**config.mk**
```make
export PLATFORM = sky130hd
export DESIGN_NAME = erv_ctrl
export DESIGN_NICKNAME = d
export VERILOG_FILES = /design/src/erv_pkg.sv /design/src/erv_ctrl.sv
export SDC_FILE = /design/constraint.sdc
export NUM_CORES = 1
export LEC_CHECK = 0
export BUFFER_PORTS_ARGS = -buffer_cell sky130_fd_sc_hd__buf_4
export CAP_MARGIN = 40
export CORE_ASPECT_RATIO = 1.25
export CORE_UTILIZATION = 35
export DETAILED_ROUTE_END_ITERATION = 8
export GPL_TIMING_DRIVEN = 1
export PLACE_DENSITY = 0.69
export SYNTH_ARGS = -nofsm -noshare
export SYNTH_HDL_FRONTEND = slang
export SYNTH_SLANG_ARGS = --single-unit
```
**constraint.sdc**
```tcl
create_clock -name clk -period 2.7 [get_ports clk]
set_clock_uncertainty 0.2 [all_clocks]
set_input_delay 0.135 -clock clk [delete_from_list [all_inputs] [get_ports clk]]
set_output_delay 0.135 -clock clk [all_outputs]
set_load 0.05 [all_outputs]
```
**src/erv_pkg.sv**
```systemverilog
// Package for the echo and reverb send chain: widths, constants, FSM state type
// and the control/status structs shared by controller and datapath.
`timescale 1ns / 1ps
package erv_pkg;
	localparam int ECHO_DEPTH_DEF = 32768;
	localparam int SAMPLE_W = 18;
	localparam int ACC_W = 24;
	localparam int CLAMP_OUT = 42598;

	localparam int LEN_A = 810;
	localparam int LEN_B = 926;
	localparam int LEN_C = 1032;
	localparam int LEN_D = 1130;
	localparam int DLEN_A = 403;
	localparam int DLEN_B = 320;
	localparam int REV_WORDS = LEN_A + LEN_B + LEN_C + LEN_D + DLEN_A + DLEN_B;
	localparam int REV_AW = $clog2(REV_WORDS);

	localparam int K_SMOOTH = 9830;
	localparam int K_COMB_Y = 24576;
	localparam int K_COMB_LP = 8192;
	localparam int K_DRIVE = 7209;
	localparam int K_ROOM_BASE = 23593;
	localparam int K_ROOM_SPAN = 8520;
	localparam int K_REV_SCALE = 19661;
	localparam int K_FB_MAX = 29491;
	localparam int K_MIX_MAX = 32768;
	localparam int K_MIX_ON = 32;

	localparam logic [2:0] REG_ECHO_MIX = 3'd0;
	localparam logic [2:0] REG_ECHO_DELAY = 3'd1;
	localparam logic [2:0] REG_ECHO_FB = 3'd2;
	localparam logic [2:0] REG_REVERB_LEVEL = 3'd3;
	localparam logic [2:0] REG_ROOM_SIZE = 3'd4;

	typedef enum logic [4:0] {
		ST_CLEAR, ST_IDLE,
		ST_E_RD0, ST_E_RD1, ST_E_INT, ST_E_SM, ST_E_WR, ST_E_MIX,
		ST_R_DRV, ST_C_RD, ST_C_LP, ST_C_WR, ST_A_SUM, ST_D_RD, ST_D_WR,
		ST_R_MIX, ST_OUT
	} erv_state_t;

	typedef struct packed {
		logic clear_step;
		logic load_in;
		logic e_rd0;
		logic e_rd1;
		logic e_int;
		logic e_sm;
		logic e_wr;
		logic e_mix;
		logic r_drv;
		logic c_rd;
		logic c_lp;
		logic c_wr;
		logic a_sum;
		logic d_rd;
		logic d_wr;
		logic r_mix;
		logic out_load;
		logic idx_inc;
		logic idx_clr;
	} erv_cmd_t;

	typedef struct packed {
		logic clear_done;
		logic do_echo;
		logic do_rev;
		logic comb_last;
		logic diff_last;
	} erv_stat_t;

	function automatic logic signed [47:0] sat_s(input logic signed [47:0] v,
			input int bits);
		logic signed [47:0] hi;
		logic signed [47:0] lo;
		hi = (48'sd1 <<< (bits - 1)) - 48'sd1;
		lo = -hi - 48'sd1;
		return (v > hi) ? hi : ((v < lo) ? lo : v);
	endfunction

	function automatic logic signed [47:0] rnd_s(input logic signed [47:0] v,
			input int n);
		return (v + (48'sd1 <<< (n - 1))) >>> n;
	endfunction
endpackage

```
**src/erv_ctrl.sv**
```systemverilog
// Sequencer for the echo and reverb send chain.
// Depends on erv_pkg; drives the datapath through erv_cmd_t.
`timescale 1ns / 1ps
module erv_ctrl (
	input  logic clk,
	input  logic arst_n,
	input  logic in_valid,
	output logic in_ready,
	output logic out_valid,
	input  logic out_ready,
	input  erv_pkg::erv_stat_t stat,
	output erv_pkg::erv_cmd_t cmd
);
	erv_pkg::erv_state_t state_q, state_d;
	logic out_valid_q;
	logic out_free;

	assign out_free = !out_valid_q || out_ready;
	assign out_valid = out_valid_q;

	always_ff @(posedge clk or negedge arst_n) begin
		if (!arst_n) begin
			state_q <= erv_pkg::ST_CLEAR;
			out_valid_q <= 1'b0;
		end else begin
			state_q <= state_d;
			if (cmd.out_load)
				out_valid_q <= 1'b1;
			else if (out_ready)
				out_valid_q <= 1'b0;
		end
	end

	always_comb begin
		state_d = state_q;
		unique case (state_q)
			erv_pkg::ST_CLEAR: if (stat.clear_done) state_d = erv_pkg::ST_IDLE;
			erv_pkg::ST_IDLE: if (in_valid) begin
				if (stat.do_echo) state_d = erv_pkg::ST_E_RD0;
				else if (stat.do_rev) state_d = erv_pkg::ST_R_DRV;
				else state_d = erv_pkg::ST_OUT;
			end
			erv_pkg::ST_E_RD0: state_d = erv_pkg::ST_E_RD1;
			erv_pkg::ST_E_RD1: state_d = erv_pkg::ST_E_INT;
			erv_pkg::ST_E_INT: state_d = erv_pkg::ST_E_SM;
			erv_pkg::ST_E_SM: state_d = erv_pkg::ST_E_WR;
			erv_pkg::ST_E_WR: state_d = erv_pkg::ST_E_MIX;
			erv_pkg::ST_E_MIX: state_d = stat.do_rev ? erv_pkg::ST_R_DRV : erv_pkg::ST_OUT;
			erv_pkg::ST_R_DRV: state_d = erv_pkg::ST_C_RD;
			erv_pkg::ST_C_RD: state_d = erv_pkg::ST_C_LP;
			erv_pkg::ST_C_LP: state_d = erv_pkg::ST_C_WR;
			erv_pkg::ST_C_WR: state_d = stat.comb_last ? erv_pkg::ST_A_SUM : erv_pkg::ST_C_RD;
			erv_pkg::ST_A_SUM: state_d = erv_pkg::ST_D_RD;
			erv_pkg::ST_D_RD: state_d = erv_pkg::ST_D_WR;
			erv_pkg::ST_D_WR: state_d = stat.diff_last ? erv_pkg::ST_R_MIX : erv_pkg::ST_D_RD;
			erv_pkg::ST_R_MIX: state_d = erv_pkg::ST_OUT;
			erv_pkg::ST_OUT: if (out_free) state_d = erv_pkg::ST_IDLE;
			default: state_d = erv_pkg::ST_IDLE;
		endcase
	end

	always_comb begin
		cmd = '0;
		in_ready = 1'b0;
		unique case (state_q)
			erv_pkg::ST_CLEAR: cmd.clear_step = 1'b1;
			erv_pkg::ST_IDLE: begin
				in_ready = 1'b1;
				cmd.load_in = in_valid;
			end
			erv_pkg::ST_E_RD0: cmd.e_rd0 = 1'b1;
			erv_pkg::ST_E_RD1: cmd.e_rd1 = 1'b1;
			erv_pkg::ST_E_INT: cmd.e_int = 1'b1;
			erv_pkg::ST_E_SM: cmd.e_sm = 1'b1;
			erv_pkg::ST_E_WR: cmd.e_wr = 1'b1;
			erv_pkg::ST_E_MIX: cmd.e_mix = 1'b1;
			erv_pkg::ST_R_DRV: begin
				cmd.r_drv = 1'b1;
				cmd.idx_clr = 1'b1;
			end
			erv_pkg::ST_C_RD: cmd.c_rd = 1'b1;
			erv_pkg::ST_C_LP: cmd.c_lp = 1'b1;
			erv_pkg::ST_C_WR: begin
				cmd.c_wr = 1'b1;
				cmd.idx_inc = !stat.comb_last;
				cmd.idx_clr = stat.comb_last;
			end
			erv_pkg::ST_A_SUM: cmd.a_sum = 1'b1;
			erv_pkg::ST_D_RD: cmd.d_rd = 1'b1;
			erv_pkg::ST_D_WR: begin
				cmd.d_wr = 1'b1;
				cmd.idx_inc = 1'b1;
			end
			erv_pkg::ST_R_MIX: cmd.r_mix = 1'b1;
			erv_pkg::ST_OUT: cmd.out_load = out_free;
			default: ;
		endcase
	end
endmodule

```
# == After elaboration in Yosys (flattened, before gate mapping) ==
# Cells that the tools add are included.
# op_classes
n_eq_ne,19
reduce_logical,6
muxes,30
# op_table
operator,n
$pmux W5 S17,1
$eq A5 B4 Y1 const B,8
$mux W5,5
$eq A5 B3 Y1 const B,4
$mux W1,20
$eq A5 B2 Y1 const B,2
$ne A2 B2 Y1 const B,3
$eq A5 B1 Y1 const B,1
$eq A5 B5 Y1 const B,1
$logic_not A5 Y1,1
$pmux W1 S2,2
$mux W3,1
$reduce_and A3 Y1,1
$logic_not A1 Y1,2
$mux W2,1
$reduce_bool A2 Y1,1
$logic_or A1 B1 Y1,1
# totals
reg_bits,6
out_inout_bits,21

# == Longest topological paths before layout ==
# logic_depth
depth_word,4
ltp_mapped,5

# == Worst setup path before layout ==
# No wires, ideal clock.
# synth_path
path_type,flip-flop to output port
start,register state_q[4]
end,output cmd[17] in the netlist's numbering
arrival_ps,2220
path_slack_ps,145
path_stages_with_launch,5
path_cell_list,dfrtp_1 clkbuf_1 or3b_2 nor3_2 and2_1
# synth_rtl
item,line_no,text
start: declaration,erv_ctrl.sv:14,"erv_pkg::erv_state_t state_q, state_d;"
start signal: assignment,erv_ctrl.sv:23,state_q <= erv_pkg::ST_CLEAR;
start signal: assignment,erv_ctrl.sv:26,state_q <= state_d;
end: declaration,erv_ctrl.sv:12,output erv_pkg::erv_cmd_t cmd

==> summary.md <==
| Metric | Value |
|---|---|
| Seq/Total Area, Yosys | `25.7%` |
| Tightest Hold Check Type | `in -> reg` |
| Yosys reg bits | `6` |
| Post-Synthesis Cells | `85` |
| Final wirelength | `1610 µm` |
| Layout cells sized above 1 | `32.1%` |
| Crit-path max FO | `20` |
| Total grt overflow | `0` |
| Synth-to-layout area growth | `44.3%` |
| Dpl cells | `124` |
| Largest family of logic cells by synthesized area | `simple AND/OR/NAND/NOR gates` |
| Period minus WS final | `2.26 ns` |
| Diode count | `0` |
| Worst Hold End | `state_q[0]` |
| Setup Buffers After CTS | `0` |
| Simple-gate share of the synthesized area | `45.4%` |
| Clock buffer count from CTS | `3` |
| Fin. Hold Viols | `0` |
| RSZ-0062 raised after global routing | `false` |
| Status | `finished clean` |
| Worst-skew pair later-pin latency | `0.25 ns` |
| Vias in the first global route | `511` |
| Crit. End Element | `output port` |
| IO buf count | `29` |
| Clk sinks | `6` |
| First-pass GRT wire length | `2310 µm` |
| Part of the cycle the worst path needs | `83.6%` |
| Synth area leaders | `dfrtp_1 26%, nor3_1 7.7%, nor2_1 7.1%` |
| Post-synth top area share | `25.7%` |
| Synth warn | `0` |
| Post-synth net total | `94` |
| Final ANT Viol Nets | `0` |
| H-tree depth | `1` |
| Crit Reg-Reg Startpoint | `state_q[0]` |
| CP arrival | `1.92 ns` |
| Most common cell in the synthesized netlist | `nor2_1` |
| Tot GR Track Use | `18.1%` |
| CP Launch Point | `state_q[0]` |
| Die area | `1840 µm²` |
| RePlAce Congestion | `0.788` |
| Final Net Count | `123` |
| Most frequent cells after synthesis | `11 x nor2_1, 9 x nor3_1, 7 x nand2_1` |
| Die H | `47.7 µm` |
| Reg2reg path depth | `3` |
| Critical path class | `reg -> out` |
| R2R Setup Slk | `0.75 ns` |
| CTS tree | `done` |
| Detailed-route via count | `701` |
| HPWL after DPL | `1130 µm` |
| # DRC | `0` |
| Worst hold path cell count | `3` |
| Max-cap violations | `0` |
| Slowest cell on crit path | `dfrtp_1` |
| FP Rows | `16` |
| Ports | `30` |
| Root buffer cell | `clkbuf_4` |
| Final Util | `54.0%` |
| Adder-cell share of the synthesized area | `0%` |
| Largest area contributor in the netlist | `dfrtp_1` |
| Die Span X | `38.5 µm` |
| Non-Filler Instances | `130` |
| Fmax | `0.443 GHz` |
| Xor and xnor area share after synthesis | `0%` |
| FF-to-FF End | `state_q[0]` |
| Post-synthesis compound-gate area fraction | `19.3%` |
| Slowest stage delay, CP | `0.67 ns` |
| Least-Margin Pin Slew | `0.597 ns` |
| Largest net degree at the start of global routing | `21` |
| Avg Cell Area, Syn | `6.87 µm²` |
| Post-synth top flop | `dfrtp_1` |
| CP startpoint kind | `flop` |
| DR vias/cell | `5.39` |
| Crit-path cells | `or3b_2 -> nor3_2 -> and2_1 -> buf_4` |
| Async set-reset flop share out of synthesis | `100%` |
| Final Max Tran Viols | `0` |
| Routed wire per std cell | `12.4 µm` |
| Clock Pin Slew Worst Setup and Hold Paths | `0.05 ns` |
| Endpoints failing setup | `0` |
| Post-synth EDFFs | `0` |
| Initial antenna violation count | `0` |
| HP Start | `stat[4]` |
| Mux contribution to synthesized area | `0%` |
| Power Density | `1230 nW/µm²` |
| DRT Pass-1 Iters | `4` |
| TNS Setup | `0 ns` |
| Post-synthesis cell type count | `32` |
| Worst EP required | `2.37 ns` |
| Leak | `0.000391 µW` |
| Worst slew margin | `59.1%` |
| Max Root-Sink Buffers | `2` |
| Peak VDD IR | `0.563 mV` |
| Total core area | `1560 µm²` |
| Mapped cell area | `584 µm²` |
| Starting Density | `37.4%` |
| Iter 0 DRT Violations | `5` |
## metal layers
layer | vias up | wire length (µm) | part of all wire (%) | global-route usage (%)
met2 | 19 | 783 | 49 | 26.7
met3 | 5 | 57 | 3.5 | 1.40
met1 | 327 | 733 | 45 | 25.8
met4 | 0 | 40 | 2.5 | 10.3
li1 | 350 | - | - | -
met5 | - | 0 | 0 | 0
## worst max path at each step
stage / endpoint / cells past startpoint
final: cmd[17] / 4
after global routing: cmd[2] / 4
after floorplan: cmd[17] / 4
after CTS: cmd[17] / 4
after global placement: cmd[17] / 4
after detailed placement: cmd[17] / 4
## report_power, final
part | internal [µW] | switching [µW] | total [µW]
registers | 123 | 136 | 259
clock network | 50.5 | 35.6 | 86.1
logic | 259 | 435 | 694
total | 433 | 607 | 1040
## cell usage in the layout, fill, tap and decap left out, types with 2 or more instances in the layout
master          n
clkbuf_4        3
nor2_1         11
nor3_1          9
nor2b_1         2
and2_1          4
a21oi_1         4
buf_4          29
a31oi_1         2
nand2_1         7
inv_1           6
nand3_1         3
nand2b_1        4
dlygate4sd3_1   3
o2111ai_1       2
dfrtp_1         6
## through the flow
step / hold WS, ns / setup WS (ns) / total power (µW) / area [µm²]
floorplan: -0.361 / 0.145 / 785 / 584
global placement: -0.253 / 0.749 / 940 / 791
detailed placement: -0.251 / 0.722 / 947 / 791
CTS: 0.0183 / 0.451 / 1040 / 843
global route: 0.0318 / 0.315 / 1120 / 843
finish: 0.0152 / 0.444 / 1040 / 843
## kinds of logic (layout without fill, tap and decap cells)
| family | Yosys count | in the layout |
|---|---|---|
| AOI/OAI and AO/OA | 16 | 16 |
| DFF | 6 | 6 |
| buffers and inverters | 14 | 41 |
| and+or+nand+nor | 49 | 49 |
## sequential cells by signal (all words and copies together) (netlist names)
signal,cells
out_valid,1
state_q,5
## final cells by class
| class | count | area (µm²) |
|---|---|---|
| clock buffers | 3 | 22.5 |
| fillers | 166 | 718 |
| well taps | 18 | 22.5 |
| repair buffers | 32 | 248 |
| inverters | 6 | 22.5 |
| flip-flops and latches | 6 | 150 |
| multi-input cells | 65 | 378 |
## worst max-delay path, delay by kind of cell, from the launching register on
family        cells  cell delay, ns
simple gates      3            0.80
flops             1            0.67
buf+inv           1            0.19
## repair_timing
action / 4_1_cts / 5_1_grt
gates resized for setup: 0 / 0
hold buffers: 3 / 0
hold endpoints to repair: 8 / 0
Power figures use the tool's default switching activity.
